**config.mk**
```make
export PLATFORM = sky130hd
export DESIGN_NAME = x86_call_target_unfilter_top
export DESIGN_NICKNAME = d
export VERILOG_FILES = /design/src/rtl/core/x86ctu_pkg.sv /design/src/rtl/core/x86ctu_front.sv /design/src/rtl/core/x86ctu_fifo.sv /design/src/rtl/core/x86ctu_back.sv /design/src/rtl/core/x86_call_target_unfilter_top.sv
export SDC_FILE = /design/constraint.sdc
export NUM_CORES = 1
export LEC_CHECK = 0
export BUFFER_PORTS_ARGS = -buffer_cell sky130_fd_sc_hd__clkbuf_2
export CORE_ASPECT_RATIO = 0.5
export CORE_MARGIN = 4
export CORE_UTILIZATION = 62
export DETAILED_ROUTE_END_ITERATION = 8
export GPL_TIMING_DRIVEN = 0
export PLACE_DENSITY = 0.83
export SYNTH_ARGS = -nofsm -noshare
export SYNTH_HDL_FRONTEND = slang
export SYNTH_SLANG_ARGS = --single-unit
```
**constraint.sdc**
```tcl
create_clock -name clk -period 5.9 [get_ports clk]
set_input_delay 0 -clock clk [delete_from_list [all_inputs] [get_ports clk]]
set_output_delay 0 -clock clk [all_outputs]
set_load 0.1 [all_outputs]
```
**src/rtl/core/x86ctu_pkg.sv**
```systemverilog
// Shared types and constants for the x86 call target unfilter.
package x86ctu_pkg;

	// Scan phases of the front end
	typedef enum logic [1:0] {
		PH_SCAN    = 2'd0,
		PH_PREFIX  = 2'd1,
		PH_AWAIT   = 2'd2,
		PH_CAPTURE = 2'd3
	} phase_t;

	// Configuration register indexes
	localparam logic [1:0] REG_MARKER = 2'd0;
	localparam logic [1:0] REG_COUNT  = 2'd1;
	localparam logic [1:0] REG_JCC    = 2'd2;

	// Opcode bytes
	localparam logic [7:0] OP_PREFIX = 8'h0F;
	localparam logic [7:0] OP_CALL   = 8'hE8;
	localparam logic [7:0] OP_JMP    = 8'hE9;
	localparam logic [7:0] OP_JCC_LO = 8'h80;
	localparam logic [7:0] OP_JCC_HI = 8'h8F;

	// Job queue between front and back
	localparam int FIFO_DEPTH = 4;
	localparam int FIFO_AW    = $clog2(FIFO_DEPTH);

	// One job: 1..4 output bytes, lowest byte first
	typedef struct packed {
		logic [31:0] data;
		logic [1:0]  cnt;   // number of bytes minus one
		logic        last;
		logic        err;
	} job_t;

endpackage

```
**src/rtl/core/x86ctu_front.sv**
```systemverilog
// Front end: scan, capture, address conversion; one byte per cycle unless q_full.
module x86ctu_front import x86ctu_pkg::*; (
	input  logic        clk,
	input  logic        arst_n,
	input  logic        cfg_we,
	input  logic [1:0]  cfg_addr,
	input  logic [31:0] cfg_wdata,
	input  logic        in_valid,
	input  logic [7:0]  in_byte,
	input  logic        in_last,
	input  logic        q_full,
	output logic        in_ready,
	output logic        push,
	output job_t        job
);

	logic [7:0]  marker_q;
	logic [31:0] count_q;
	logic        jcc_q;

	logic [31:0] pos_q;
	logic [31:0] conv_q;
	phase_t      phase_q;
	logic [1:0]  idx_q;
	logic [7:0]  held_q [3];

	phase_t      phase_d;
	logic [1:0]  idx_d;
	logic [31:0] conv_d;
	logic [31:0] pos_next;
	logic [31:0] conv_val;
	logic        accept;
	logic        emit;
	logic        held_we;
	logic [1:0]  held_wi;
	logic        is_call;
	logic        is_jcc;

	assign in_ready = !q_full;
	assign accept   = in_valid && in_ready;
	assign pos_next = pos_q + 32'd1;
	assign is_call  = (in_byte == OP_CALL) || (in_byte == OP_JMP);
	assign is_jcc   = in_byte inside {[OP_JCC_LO:OP_JCC_HI]};
	assign conv_val = {8'h00, held_q[1], held_q[2], in_byte} - pos_next;

	// next state
	always_comb begin
		phase_d = phase_q;
		idx_d   = idx_q;
		conv_d  = conv_q;
		case (phase_q)
			PH_CAPTURE: begin
				if (idx_q == 2'd3) begin
					conv_d  = (conv_q != 32'd0) ? conv_q - 32'd1 : conv_q;
					phase_d = PH_SCAN;
					idx_d   = 2'd0;
				end else if (!in_last) begin
					idx_d = idx_q + 2'd1;
				end
			end
			default: begin
				if (conv_q == 32'd0) begin
					phase_d = PH_SCAN;
				end else if (phase_q == PH_AWAIT && in_byte == marker_q) begin
					if (!in_last) begin
						phase_d = PH_CAPTURE;
						idx_d   = 2'd1;
					end
				end else if (phase_q == PH_PREFIX) begin
					if (in_byte == OP_PREFIX)
						phase_d = PH_PREFIX;
					else if (is_jcc || is_call)
						phase_d = PH_AWAIT;
					else
						phase_d = PH_SCAN;
				end else begin
					if (jcc_q && in_byte == OP_PREFIX)
						phase_d = PH_PREFIX;
					else if (is_call)
						phase_d = PH_AWAIT;
					else
						phase_d = PH_SCAN;
				end
			end
		endcase
	end

	// outputs: job contents and held byte writes
	always_comb begin
		emit     = 1'b1;
		held_we  = 1'b0;
		held_wi  = 2'd0;
		job.data = {24'h000000, in_byte};
		job.cnt  = 2'd0;
		case (phase_q)
			PH_CAPTURE: begin
				if (idx_q == 2'd3) begin
					job.data = conv_val;
					job.cnt  = 2'd3;
				end else if (in_last) begin
					// incomplete capture: release held bytes unchanged
					if (idx_q == 2'd2) begin
						job.data = {8'h00, in_byte, held_q[1], held_q[0]};
						job.cnt  = 2'd2;
					end else begin
						job.data = {16'h0000, in_byte, held_q[0]};
						job.cnt  = 2'd1;
					end
				end else begin
					emit    = 1'b0;
					held_we = 1'b1;
					held_wi = idx_q;
				end
			end
			default: begin
				if (conv_q != 32'd0 && phase_q == PH_AWAIT && in_byte == marker_q
					&& !in_last) begin
					emit    = 1'b0;
					held_we = 1'b1;
					held_wi = 2'd0;
				end
			end
		endcase
		job.last = in_last;
		job.err  = in_last && ((conv_d != 32'd0) || (phase_d == PH_CAPTURE));
	end

	assign push = accept && emit;

	always_ff @(posedge clk or negedge arst_n) begin
		if (!arst_n) begin
			marker_q <= 8'h00;
			count_q  <= 32'd0;
			jcc_q    <= 1'b0;
			pos_q    <= 32'd0;
			conv_q   <= 32'd0;
			phase_q  <= PH_SCAN;
			idx_q    <= 2'd0;
		end else begin
			if (accept) begin
				if (in_last) begin
					pos_q   <= 32'd0;
					conv_q  <= count_q;
					phase_q <= PH_SCAN;
					idx_q   <= 2'd0;
				end else begin
					pos_q   <= pos_next;
					conv_q  <= conv_d;
					phase_q <= phase_d;
					idx_q   <= idx_d;
				end
			end else if (cfg_we && cfg_addr == REG_COUNT) begin
				conv_q <= cfg_wdata;
			end
			if (cfg_we) begin
				case (cfg_addr)
					REG_MARKER: marker_q <= cfg_wdata[7:0];
					REG_COUNT:  count_q  <= cfg_wdata;
					REG_JCC:    jcc_q    <= cfg_wdata[0];
					default: ;
				endcase
			end
		end
	end

	always_ff @(posedge clk) begin
		if (accept && held_we) begin
			case (held_wi)
				2'd0: held_q[0] <= in_byte;
				2'd1: held_q[1] <= in_byte;
				2'd2: held_q[2] <= in_byte;
				default: ;
			endcase
		end
	end

	a_idx_in_capture: assert property (@(posedge clk) disable iff (!arst_n)
		phase_q == PH_CAPTURE |-> idx_q != 2'd0)
		else $error("capture phase with empty capture index");
	a_idx_outside: assert property (@(posedge clk) disable iff (!arst_n)
		phase_q != PH_CAPTURE |-> idx_q == 2'd0)
		else $error("capture index set outside capture");
	a_restart: assert property (@(posedge clk) disable iff (!arst_n)
		accept && in_last |=> pos_q == 32'd0 && phase_q == PH_SCAN)
		else $error("stream state not restarted after last byte");

endmodule

```
**src/rtl/core/x86ctu_fifo.sv**
```systemverilog
// Short job queue between front and back.
module x86ctu_fifo import x86ctu_pkg::*; (
	input  logic clk,
	input  logic arst_n,
	input  logic wr,
	input  job_t wr_job,
	input  logic rd,
	output logic full,
	output logic not_empty,
	output job_t rd_job
);

	job_t               ent_q [FIFO_DEPTH];
	logic [FIFO_AW-1:0] wp_q;
	logic [FIFO_AW-1:0] rp_q;
	logic [FIFO_AW:0]   cnt_q;
	logic               do_wr;
	logic               do_rd;

	assign full      = cnt_q == (FIFO_AW + 1)'(FIFO_DEPTH);
	assign not_empty = cnt_q != '0;
	assign rd_job    = ent_q[rp_q];
	assign do_wr     = wr && !full;
	assign do_rd     = rd && not_empty;

	always_ff @(posedge clk or negedge arst_n) begin
		if (!arst_n) begin
			wp_q  <= '0;
			rp_q  <= '0;
			cnt_q <= '0;
		end else begin
			if (do_wr)
				wp_q <= wp_q + 1'b1;
			if (do_rd)
				rp_q <= rp_q + 1'b1;
			case ({do_wr, do_rd})
				2'b10:   cnt_q <= cnt_q + 1'b1;
				2'b01:   cnt_q <= cnt_q - 1'b1;
				default: ;
			endcase
		end
	end

	always_ff @(posedge clk) begin
		if (do_wr)
			ent_q[wp_q] <= wr_job;
	end

	a_no_overflow: assert property (@(posedge clk) disable iff (!arst_n)
		!(wr && full))
		else $error("job pushed into full queue");
	a_no_underflow: assert property (@(posedge clk) disable iff (!arst_n)
		!(rd && !not_empty))
		else $error("job popped from empty queue");

endmodule

```
**src/rtl/core/x86ctu_back.sv**
```systemverilog
// Back end: serializes queued jobs into the output byte stream.
module x86ctu_back import x86ctu_pkg::*; (
	input  logic       clk,
	input  logic       arst_n,
	input  logic       q_valid,
	input  job_t       q_job,
	output logic       q_pop,
	output logic       out_valid,
	input  logic       out_ready,
	output logic [7:0] out_byte,
	output logic       out_last,
	output logic       out_err
);

	job_t       cur_q;
	logic [1:0] idx_q;
	logic       busy_q;
	logic       fin;
	logic       take;

	assign fin       = idx_q == cur_q.cnt;
	assign take      = busy_q && out_ready;
	assign q_pop     = q_valid && (!busy_q || (take && fin));
	assign out_valid = busy_q;
	assign out_byte  = cur_q.data[{idx_q, 3'b000} +: 8];
	assign out_last  = fin && cur_q.last;
	assign out_err   = fin && cur_q.err;

	always_ff @(posedge clk or negedge arst_n) begin
		if (!arst_n) begin
			busy_q <= 1'b0;
			idx_q  <= 2'd0;
		end else begin
			if (q_pop) begin
				busy_q <= 1'b1;
				idx_q  <= 2'd0;
			end else if (take) begin
				if (fin)
					busy_q <= 1'b0;
				else
					idx_q <= idx_q + 2'd1;
			end
		end
	end

	always_ff @(posedge clk) begin
		if (q_pop)
			cur_q <= q_job;
	end

endmodule

```
**src/rtl/core/x86_call_target_unfilter_top.sv**
```systemverilog
// Top level of the x86 call/jump target unfilter.
//
// Input stream s_axis: one byte per transaction, tlast on the final byte of a
// stream. Output stream m_axis: restored bytes, tlast on the final byte of the
// stream, tuser set on that byte when conversions remained or a capture of
// marker plus address bytes was cut off by the end of the stream.
// Config port: cfg_we writes cfg_wdata into register cfg_addr (0 marker byte,
// 1 conversion count, also reloading the remaining count, 2 jcc mode) in the
// same cycle; write only while the block is idle.
// Throughput: one input byte per cycle while the queue has room. The front end
// decides each byte in the accepting cycle (compares, the 32-bit address
// subtract and the count decrement) and posts a job of 1..4 bytes into a
// 4-entry queue; the back end sends one byte per cycle while m_axis_tready is
// high. A marker and two address bytes post nothing; the third address byte
// posts all four converted bytes, so output keeps pace with input. Each job
// goes through a queue entry and the back end's job register to the output.
// Stall: when m_axis_tready is low the back end holds its byte, the queue
// fills and s_axis_tready drops once four jobs wait.
// Reset: clears registers, position, scan state and queue; no clearing pass.
module x86_call_target_unfilter_top import x86ctu_pkg::*; (
	input  logic        clk,
	input  logic        arst_n,
	// config
	input  logic        cfg_we,
	input  logic [1:0]  cfg_addr,
	input  logic [31:0] cfg_wdata,
	// input stream
	input  logic        s_axis_tvalid,
	output logic        s_axis_tready,
	input  logic [7:0]  s_axis_tdata,   // [7:0] data_byte
	input  logic        s_axis_tlast,   // end_of_stream
	// output stream
	output logic        m_axis_tvalid,
	input  logic        m_axis_tready,
	output logic [7:0]  m_axis_tdata,   // [7:0] out_byte
	output logic        m_axis_tlast,   // out_last
	output logic        m_axis_tuser    // [0] error
);

	logic push;
	logic q_full;
	logic q_ne;
	logic q_pop;
	job_t f_job;
	job_t q_job;

	x86ctu_front u_front (
		.clk       (clk),
		.arst_n    (arst_n),
		.cfg_we    (cfg_we),
		.cfg_addr  (cfg_addr),
		.cfg_wdata (cfg_wdata),
		.in_valid  (s_axis_tvalid),
		.in_byte   (s_axis_tdata),
		.in_last   (s_axis_tlast),
		.q_full    (q_full),
		.in_ready  (s_axis_tready),
		.push      (push),
		.job       (f_job)
	);

	x86ctu_fifo u_fifo (
		.clk       (clk),
		.arst_n    (arst_n),
		.wr        (push),
		.wr_job    (f_job),
		.rd        (q_pop),
		.full      (q_full),
		.not_empty (q_ne),
		.rd_job    (q_job)
	);

	x86ctu_back u_back (
		.clk       (clk),
		.arst_n    (arst_n),
		.q_valid   (q_ne),
		.q_job     (q_job),
		.q_pop     (q_pop),
		.out_valid (m_axis_tvalid),
		.out_ready (m_axis_tready),
		.out_byte  (m_axis_tdata),
		.out_last  (m_axis_tlast),
		.out_err   (m_axis_tuser)
	);

endmodule

```
== Word-level counts from Yosys, hierarchy flattened ==
Memory sizes are Yosys's and may differ from the RTL's. A register that Yosys moved wholly into a read port is not among the register bits.
Cells that the tools add are included.
Storage, ports and cells
  logic and storage cells: 152
  output and inout bits: 12
  bits of input ports: 48
  memories kept: 2
  register bits: 119
  bits in writable memories: 168
Cells by class
  add/subtract/negate cells: 9
  reductions and logical operators: 44
  equality and inequality tests: 20
  shift-type cells: 1
  order comparisons: 2
  mux-type cells: 62
Memory list
  u_fifo.ent_q: depth 4, width 36, read ports 1, clocked after memory_dff 1, wr ports 1, RTL line x86ctu_fifo.sv:13  | job_t ent_q [FIFO_DEPTH];
  u_front.held_q: depth 3, width 8, read ports 3, clocked after memory_dff 0, wr ports 1, RTL line x86ctu_front.sv:25  | logic [7:0] held_q [3];
Operators with widths (number)
  $mux 32: 7
  $mux 34: 3
  $reduce_bool 32->1: 2
  $mux 2: 24
  $add 32x1->32 const B: 1
  $logic_not 32->1: 1
  $shiftx 32x6->8: 1
  $sub 24x32->32: 1
  $sub 32x1->32 const B: 1
  $mux 26: 1
  $mux 1: 24
  $logic_and 1x1->1: 18
  $eq 2x2->1 const B: 8
  $eq 8x8->1 const B: 2
  $mux 8: 2
  $reduce_or 8->1: 2
  $reduce_and 2->1: 5
  $add 2x1->2 const B: 4
  $eq 2x1->1 const B: 4
  $eq 8x4->1 const B: 1
  $eq 8x8->1: 1
  $ge 8x8->1 const B: 1
  $le 8x8->1 const B: 1
  $reduce_bool 2->1: 4
  other kinds (12): 19

== Logic depth before layout (Yosys ltp) ==
Gate-level depths: netlist (run 1).
  depth in word-level cells: 12
  gate-level depth with buffers: 16
  depth with buffers taken out: 15

== By module ==
From an unflattened synthesis (run 1), not the netlist that was laid out.
Unflattened totals
  cells, all modules: 1394
  area total of the unflattened synthesis: 16285.6 um2
By module, submodules not included
  x86ctu_front: sequential area each 3448.3 um2, area each 9118.7 um2, times used 1, cells each 1098
  x86ctu_fifo: sequential area each 4499.3 um2, area each 5636.7 um2, times used 1, cells each 225
  x86ctu_back: sequential area each 1156.1 um2, area each 1530.2 um2, times used 1, cells each 71

== Least setup slack after synthesis (run 1) ==
No wires, ideal clock.
  path kind: reg-to-reg
  start: register u_back.idx_q[1]
  end: register u_fifo.cnt_q[2]
  arrival time: 4.327 ns
  setup slack: 1.494 ns
  buffers on the path: 1
  setup time: 0.079 ns
  stages on the path, launching flop included: 12
  data required time: 5.821 ns
  period minus slack after synthesis: 4.406 ns
  cells stage by stage: dfrtp_1 clkbuf_1 xor2_1 nor2_1 nand2_1 a21oi_1 ha_1 inv_1 fa_1 xor2_1 nor2_1 xor2_1
Between the ends
  cells in the longest elaborated chain, start to end: 7
  elaborated cells between the ends (all ways): 9
  those cells by class: 3 x eq/ne; 1 x mux; 5 x reduce/logical
RTL lines
  from (decl): RTL line x86ctu_back.sv:16  | logic [1:0] idx_q;
  from (signal assigned): RTL line x86ctu_back.sv:41  | idx_q <= idx_q + 2'd1;
  $eq 2x2->1 *: RTL line x86ctu_back.sv:21  | assign fin = idx_q == cur_q.cnt;
  $logic_and 1x1->1 *: RTL line x86ctu_back.sv:23  | assign q_pop = q_valid && (!busy_q || (take && fin));
  $logic_or 1x1->1 *: RTL line x86ctu_back.sv:23
  $logic_and 1x1->1 *: RTL line x86ctu_back.sv:23
  named net q_pop: RTL line x86_call_target_unfilter_top.sv:43  | logic q_pop;
  $logic_and 1x1->1 *: RTL line x86ctu_fifo.sv:24  | assign do_rd = rd && not_empty;
  $eq 2x1->1 / $eq 2x2->1 (equally long branches): RTL line x86ctu_fifo.sv:36  | case ({do_wr, do_rd})
  $pmux 3 s2 / $reduce_bool 2->1 (equally long branches)
  to (signal assigned): RTL line x86ctu_fifo.sv:37  | 2'b10: cnt_q <= cnt_q + 1'b1;
  to (signal assigned): RTL line x86ctu_fifo.sv:38  | 2'b01: cnt_q <= cnt_q - 1'b1;
  to (decl): RTL line x86ctu_fifo.sv:16  | logic [FIFO_AW:0] cnt_q;
The timed path passes the listed nets; every way through them passes the cells marked *.
A chain may end at the register's enable or synchronous reset.

==> impl_metrics.csv, run 1 <==
group,metric,value,unit
detailed_routing,initialDrtViolationCount,1837,
cells_and_area,drive_gt1_frac,0.1335,
cells_and_area,final_nets,1635,
timing,tns,0,ps
detailed_routing,wl_per_cell,23.73,um
power_and_ir_drop,power_density,419.1,nW/um^2
placed_design,pre_cts_ws,1014,ps
cells_and_area,final_util,0.7290,
cells_and_area,stdcell_area,18550,um^2
synth,yosysWarnings,0,
floorplanning,die_h,122.3,um
detailed_routing,drt-pass1-iter-count,5,
cts,postCtsSetupRepairBufs,0,
detailed_routing,routed_wl,45560,um
cells_and_area,seq_area,9104,um^2
run,cap_violations,0,
placed_design,io_buffers,59,
floorplanning,die_area,28940,um^2
critical_path,critPathMaxFanout,9,
grt,grt-ovfl-total,0,
cts,htree_levels,1,
timing,setup_viol,0,
grt,antenna_found_initial,1,
timing,grt_setup_unrepaired,"no",
placed_design,place_area,17100,um^2
synth,synth.area.top_cells,"edfxtp_1 (38%), dfrtp_1 (18%), mux4_2 (6.1%), nand2_1 (5.2%), xnor2_1 (2.9%)",
floorplanning,initial_core_util,0.6369,
cts,numCtsBuffers,28,
critical_path,end_kind,"flip-flop",
floorplanning,ioPinCount,60,
critical_path,path_class,"reg -> reg",
cts,cts_tree,"built",
detailed_routing,drc_errors,0,
placed_design,place_inst,1812,
cts,ctsLongestPathBuffers,3,
timing,finClkSkew,15.96,ps
min_path,hold_class,"in -> async",
power_and_ir_drop,p_leak,6.929,nW
critical_path,cp_cell_sequence,"nand4_1, nor2_1, nand2_1, xor2_1, ha_1, and4_1, and2_1, o311ai_1, a211oi_1, o311ai_1, a21oi_1, mux2i_1",
synth,netlist_top_cells_count,"nand2_1 (223), edfxtp_1 (204), dfrtp_1 (119)",
synth,syn_avg_cell_area,11.55,um^2
cells_and_area,syn_to_final_growth,14.47,%
cts,clk_pin_slew_worst_paths,70,ps
timing,hold_violations,0,
cells_and_area,multiInputGateArea,6700,um^2
cts,cts.hold.buffers_added,53,
critical_path,required,6190,ps
synth,netlist_instances,1403,
grt,grt_max_degree,115,
synth,synth-seq-area-share,0.5618,
timing,timing.final.ws_setup,813.2,ps
detailed_routing,ant_nets,0,
critical_path,max_stage_delay,640,ps
cells_and_area,fill_cells,1674,
critical_path,critPathMostFrequentCell,"o311ai_1",
synth,synth_ff_type,"edfxtp_1",
detailed_routing,vias,12420,
synth,syn_area,16200,um^2
power_and_ir_drop,ir_drop,0.2795,mV
timing,worst_pin_slew,1226,ps
synth,syn_nets,1487,
floorplanning,rows,41,
cts,cts_root_buf,"clkbuf_16",
synth,synth_most_common_cell,"nand2_1",
synth,synth-async-reset-ratio,0.3684,
grt,grt_pass1_vias,12360,
timing,slew_headroom,0.1720,
synth,synth_cell_type_count,77,
timing,final.period_utilization,0.8622,
critical_path,critical_path_arrival,5380,ps
floorplanning,core,25440,um^2
floorplanning,die_w,236.6,um
timing,max_freq,196.6,MHz
cts,clock_sinks,323,
detailed_routing,vias_per_cell,6.469,
grt,grtUsageTotal,0.3176,
synth,synth_seq_cells,323,
cells_and_area,final_cells,1920,
cts,clk_latency,580,ps
synth,synth_edf_count,204,
outcome,outcome,"completed",
synth,yosysTopAreaCellShare,0.3780,
timing,min_period,5087,ps
placed_design,gp_congestion,0.9414,
timing,finalMaxSlewViolations,0,
grt,grt_pass1_wl,70800,um
placed_design,dpl.hpwl,30210,um
critical_path,cp-start-kind,"flip-flop",
critical_path,cpMaxStageDelayCell,"nor2_1",
cts,cts_resized,0,
synth,yosys.area.top_type,"edfxtp_1",
## layout by cell type, fill, tap and decap left out, types with 33 or more instances in the layout
cell           count
o21ai_0           62
dlygate4sd3_1     53
clkbuf_2          58
nand2_1          223
mux4_2            44
nand3_1           33
a21oi_1           76
ha_1              34
dfrtp_1          119
clkbuf_1          63
nor2_1            87
edfxtp_1         204
nor3_1            39
xnor2_1           53
## path summary, 6_finish.rpt
check | start | endpoint | slack, ps | depth (start not counted)
worst max-delay path | u_front.pos_q[0]$_DFFE_PN0P_ | u_fifo.ent_q[1][29]$_DFFE_PP_ | 810 | 12
worst min-delay path | arst_n | u_fifo.cnt_q[0]$_DFFE_PN0P_ | 5 | 3
worst max register to register | u_front.pos_q[0]$_DFFE_PN0P_ | u_fifo.ent_q[1][29]$_DFFE_PP_ | 810 | 12
worst min register to register | u_front.count_q[25]$_DFFE_PN0P_ | u_front.count_q[25]$_DFFE_PN0P_ | 480 | 2
max in group asynchronous | arst_n | u_fifo.rp_q[0]$_DFFE_PN0P_ | 5180 | 3
min in group clk | cfg_wdata[17] | u_front.count_q[17]$_DFFE_PN0P_ | 200 | 4
## through the flow
step / total power [W] / hold slack [ps]
2_1_floorplan: 0.005081 / -295.6
3_3_place_gp: 0.005630 / 206.4
3_5_place_dp: 0.005817 / -164.7
4_1_cts: 0.007760 / 84.63
5_1_grt: 0.008097 / 74.87
6_report: 0.007773 / 5.208
## power breakdown
part           switching (W)  internal, W  total (W)  leakage [nW]
registers           0.000323      0.00299    0.00331          3.38
logic                0.00166     0.000911    0.00257          3.10
clock network       0.000870      0.00102    0.00189         0.449
## kinds of logic (layout without fill, tap and decap cells)
group                      count (synthesis)  after routing  share of synthesized area
other                                      0              3                          0
and+or+nand+nor                          518            518                     0.1536
adders and majority gates                 36             36                    0.02872
DFF                                      323            323                     0.5618
AOI/OAI and AO/OA                        252            252                    0.09528
buffers and inverters                    103            273                    0.02648
muxes                                     86             86                    0.08818
xor gates and xnor gates                  85             85                    0.04594
## worst max-delay path, delay by kind of cell, from the launching register on
kind | cells | cell delay, ps
compound gates | 4 | 1550
simple gates | 5 | 1550
mux | 1 | 490
flops | 1 | 450
xor+xnor | 1 | 390
fa+ha+maj | 1 | 380
## state kept, by name, indices dropped and copies added, names as in the netlist
register,flops
u_back.cur_q,36
u_back.idx_q,2
u_back.out_valid,1
u_fifo.cnt_q,3
u_fifo.ent_q,144
u_fifo.rp_q,2
u_fifo.wp_q,2
u_front.conv_q,32
u_front.count_q,32
u_front.held_q,24
u_front.idx_q,2
u_front.jcc_q,1
u_front.marker_q,8
u_front.phase_q,2
u_front.pos_q,32
## final cells by class
cell class | instances | share of cell area
sequential | 323 | 0.4908
multi-input combinational | 977 | 0.3612
timing repair buffer | 118 | 0.05187
clock buffer | 39 | 0.04216
tap | 344 | 0.02320
buffer | 76 | 0.01767
clock inverter | 13 | 0.007218
inverter | 27 | 0.005464
antenna | 3 | 0.0004047
## per-layer routing
layer	track usage	vias to the layer above	part of all wire
li1	-	5469	-
met1	0.4223	6062	0.39
met2	0.5499	778	0.49
met3	0.05299	110	0.089
met4	0.09581	2	0.029
met5	0	-	0.00029
Power figures use the tool's default switching activity.
==> run 2, diff against run 1 <==
--- a/config.mk
+++ b/config.mk
@@ -5,13 +5,14 @@
 export SDC_FILE = /design/constraint.sdc
 export NUM_CORES = 1
 export LEC_CHECK = 0
+export ABC_CLOCK_PERIOD_IN_PS = 5900
 export BUFFER_PORTS_ARGS = -buffer_cell sky130_fd_sc_hd__clkbuf_2
 export CORE_ASPECT_RATIO = 0.5
 export CORE_MARGIN = 4
-export CORE_UTILIZATION = 62
+export CORE_UTILIZATION = 40
 export DETAILED_ROUTE_END_ITERATION = 8
 export GPL_TIMING_DRIVEN = 0
-export PLACE_DENSITY = 0.83
+export PLACE_DENSITY = 0.59
 export SYNTH_ARGS = -nofsm -noshare
 export SYNTH_HDL_FRONTEND = slang
 export SYNTH_SLANG_ARGS = --single-unit
==> run 2 against run 1 <==
- first-iteration DRC count is 46% lower
- global-route usage shrank 12 points
- setup slack got worse by 63 ps
- maximum frequency shrank 1.2%
- register-to-register slack got worse by 60 ps
- core utilization is 25 points lower
- largest power group unchanged
- via count shrank 5.0%
- critical path type unchanged
==> impl_metrics.csv, run 2 (synthesis results as in run 1) <==
group,metric,value,unit
floorplanning,rows,51,
cts,numCtsBuffers,31,
cells_and_area,mostFrequentLayoutCells,"nand2_1 (223), edfxtp_1 (204), dfrtp_1 (119), nor2_1 (87), a21oi_1 (76)",
critical_path,reg2reg_slack,750,ps
cts,clk_latency,600,ps
detailed_routing,vias_per_cell,5.596,
run,cap_violations,0,
timing,grt_setup_unrepaired,"no",
min_path,hold_class,"in -> async",
floorplanning,core,39440,um^2
critical_path,worst-r2r-cell-count,14,
critical_path,reg2reg_from,"u_front.pos_q[2]$_DFFE_PN0P_",
grt,grt-ovfl-total,0,
floorplanning,die_h,150.3,um
placed_design,io_buffers,59,
timing,fin_hold_ws,24.25,ps
cells_and_area,top_register,"u_fifo.ent_q",
power_and_ir_drop,seqPwrFrac,0.408,
floorplanning,die_area,43990,um^2
grt,grtUsageTotal,0.1954,
placed_design,gp_congestion,0.9761,
critical_path,critPathMaxFanout,9,
power_and_ir_drop,power,0.008034,W
cts,ctsLongestPathBuffers,3,
power_and_ir_drop,p_sw,0.002791,W
power_and_ir_drop,sw_frac_of_total,0.3475,
timing,finClkSkew,19.13,ps
timing,final.period_utilization,0.8728,
cells_and_area,n_antenna_cell,0,
critical_path,required,6210,ps
grt,grt_max_degree,112,
timing,hold_violations,0,
detailed_routing,drt-pass1-iter-count,6,
placed_design,dpl.hpwl,30480,um
detailed_routing,vias,11800,
critical_path,end_kind,"flip-flop",
critical_path,cp-start-kind,"flip-flop",
cells_and_area,final_nets,1638,
cells_and_area,largest_reg_flops,144,
cells_and_area,drive_gt1_frac,0.1450,
cells_and_area,fill_cells,3531,
cts,cts_resized,0,
timing,setup_viol,0,
grt,antenna_found_initial,0,
cts,cts_root_buf,"clkbuf_16",
detailed_routing,wl_per_cell,20.36,um
power_and_ir_drop,p_leak,7.062,nW
critical_path,critical_path_arrival,5460,ps
floorplanning,die_w,292.6,um
cts,htree_levels,1,
power_and_ir_drop,ir_drop,0.2712,mV
cts,cts_tree,"built",
outcome,outcome,"completed",
timing,worst_pin_slew,1068,ps
grt,grt_pass1_wl,67400,um
floorplanning,ioPinCount,60,
cells_and_area,final_common_cell,"nand2_1",
timing,min_period,5149,ps
cells_and_area,syn_to_final_growth,17.52,%
floorplanning,initial_core_util,0.4109,
cts,clock_sinks,323,
timing,max_freq,194.2,MHz
detailed_routing,drc_errors,0,
cells_and_area,biggestRegsByFlops,"u_fifo.ent_q: 144 flops, u_back.cur_q: 36 flops",
power_and_ir_drop,combPwrFrac,0.311,
power_and_ir_drop,pwr-share-clk,0.281,
detailed_routing,initialDrtViolationCount,994,
timing,finalMaxSlewViolations,0,
critical_path,rr_endpoint,"u_fifo.ent_q[2][33]$_DFFE_PP_",
power_and_ir_drop,power_density,421.9,nW/um^2
timing,slew_headroom,0.2816,
detailed_routing,ant_nets,0,
detailed_routing,routed_wl,42940,um
critical_path,path_class,"reg -> reg",
cts,clk_pin_slew_worst_paths,70,ps
power_and_ir_drop,internal-power,0.005242,W
grt,grt_pass1_vias,11740,
## run 2: changes by cell type in the layout (fill, tap and decap cells not counted), moves of 4 or more
cell       before  now
clkbuf_1       63   56
bufinv_16       2    7
clkinv_1        5    0
clkbuf_16      28   32
## run 2: what timing repair did
item,CTS,global route
hold buffers,52,0
hold endpoints to repair,225,0
setup endpoints to repair,0,0
buffers inserted,0,0
## run 2: power by group through the flow
stage                     registers [W]  clock network [W]  logic [W]
after global routing            0.00333            0.00240    0.00273
after CTS                       0.00328            0.00230    0.00253
after detailed placement        0.00332                  0    0.00249
final                           0.00328            0.00226    0.00250
after floorplan                 0.00323                  0    0.00185
after global placement          0.00332                  0    0.00238
## run 2: layer usage
layer / vias to the layer above / track usage / wire, um
met2: 321 / 0.3345 / 20700
met3: 72 / 0.02476 / 1945
met5: - / 0 / 0
met1: 5916 / 0.2673 / 19220
li1: 5494 / - / -
met4: 0 / 0.04934 / 1076
## run 2: metrics by stage
step	instance area [um^2]	instances	worst slack (ps)	util	TNS [ps]
global placement	17160	1992	-135.4	0.4352	-135.4
global route	19040	2109	451.4	0.4829	0
CTS	19040	2109	886.6	0.4827	0
finish	19040	2109	750.6	0.4829	0
floorplan	16200	1403	1494	-	0
detailed placement	17350	1999	960.8	0.4400	0
## run 2: worst max-delay path: stages, from the launching register on
cell      delay [ps]
dfrtp_1          330
buf_4            140
nand4_1          300
nor2_1           670
nand4_1          190
xor2_1           360
ha_1             380
a21oi_1          250
nand2_1           90
a21o_1           200
o311ai_1         520
a211oi_1         300
o311ai_1         550
a21boi_1         160
mux2i_1          440
## run 2: final cells by class
| class | count | area (um^2) | share of cell area |
|---|---|---|---|
| clock buffer | 35 | 842.1 | 0.04422 |
| clock inverter | 23 | 322.8 | 0.01695 |
| tap | 530 | 663.1 | 0.03482 |
| buffer | 76 | 327.8 | 0.01721 |
| multi-input combinational | 977 | 6700 | 0.3518 |
| inverter | 27 | 101.3 | 0.005322 |
| timing repair buffer | 118 | 982.2 | 0.05158 |
| sequential | 323 | 9104 | 0.4781 |
## run 2: worst max-delay path by stage
stage / to / slack, ps / from / cells past startpoint
2_1_floorplan: u_fifo.cnt_q[2]$_DFFE_PN0P_ / 1490 / u_back.idx_q[1]$_DFFE_PN0P_ / 11
3_3_place_gp: u_fifo.cnt_q[2]$_DFFE_PN0P_ / -140 / u_back.idx_q[1]$_DFFE_PN0P_ / 11
3_5_place_dp: u_fifo.ent_q[0][33]$_DFFE_PP_ / 960 / u_front.pos_q[2]$_DFFE_PN0P_ / 14
4_1_cts: u_fifo.ent_q[2][33]$_DFFE_PP_ / 890 / u_front.pos_q[2]$_DFFE_PN0P_ / 14
5_1_grt: u_fifo.ent_q[2][33]$_DFFE_PP_ / 450 / u_front.pos_q[0]$_DFFE_PN0P_ / 13
6_report: u_fifo.ent_q[2][33]$_DFFE_PP_ / 750 / u_front.pos_q[2]$_DFFE_PN0P_ / 14
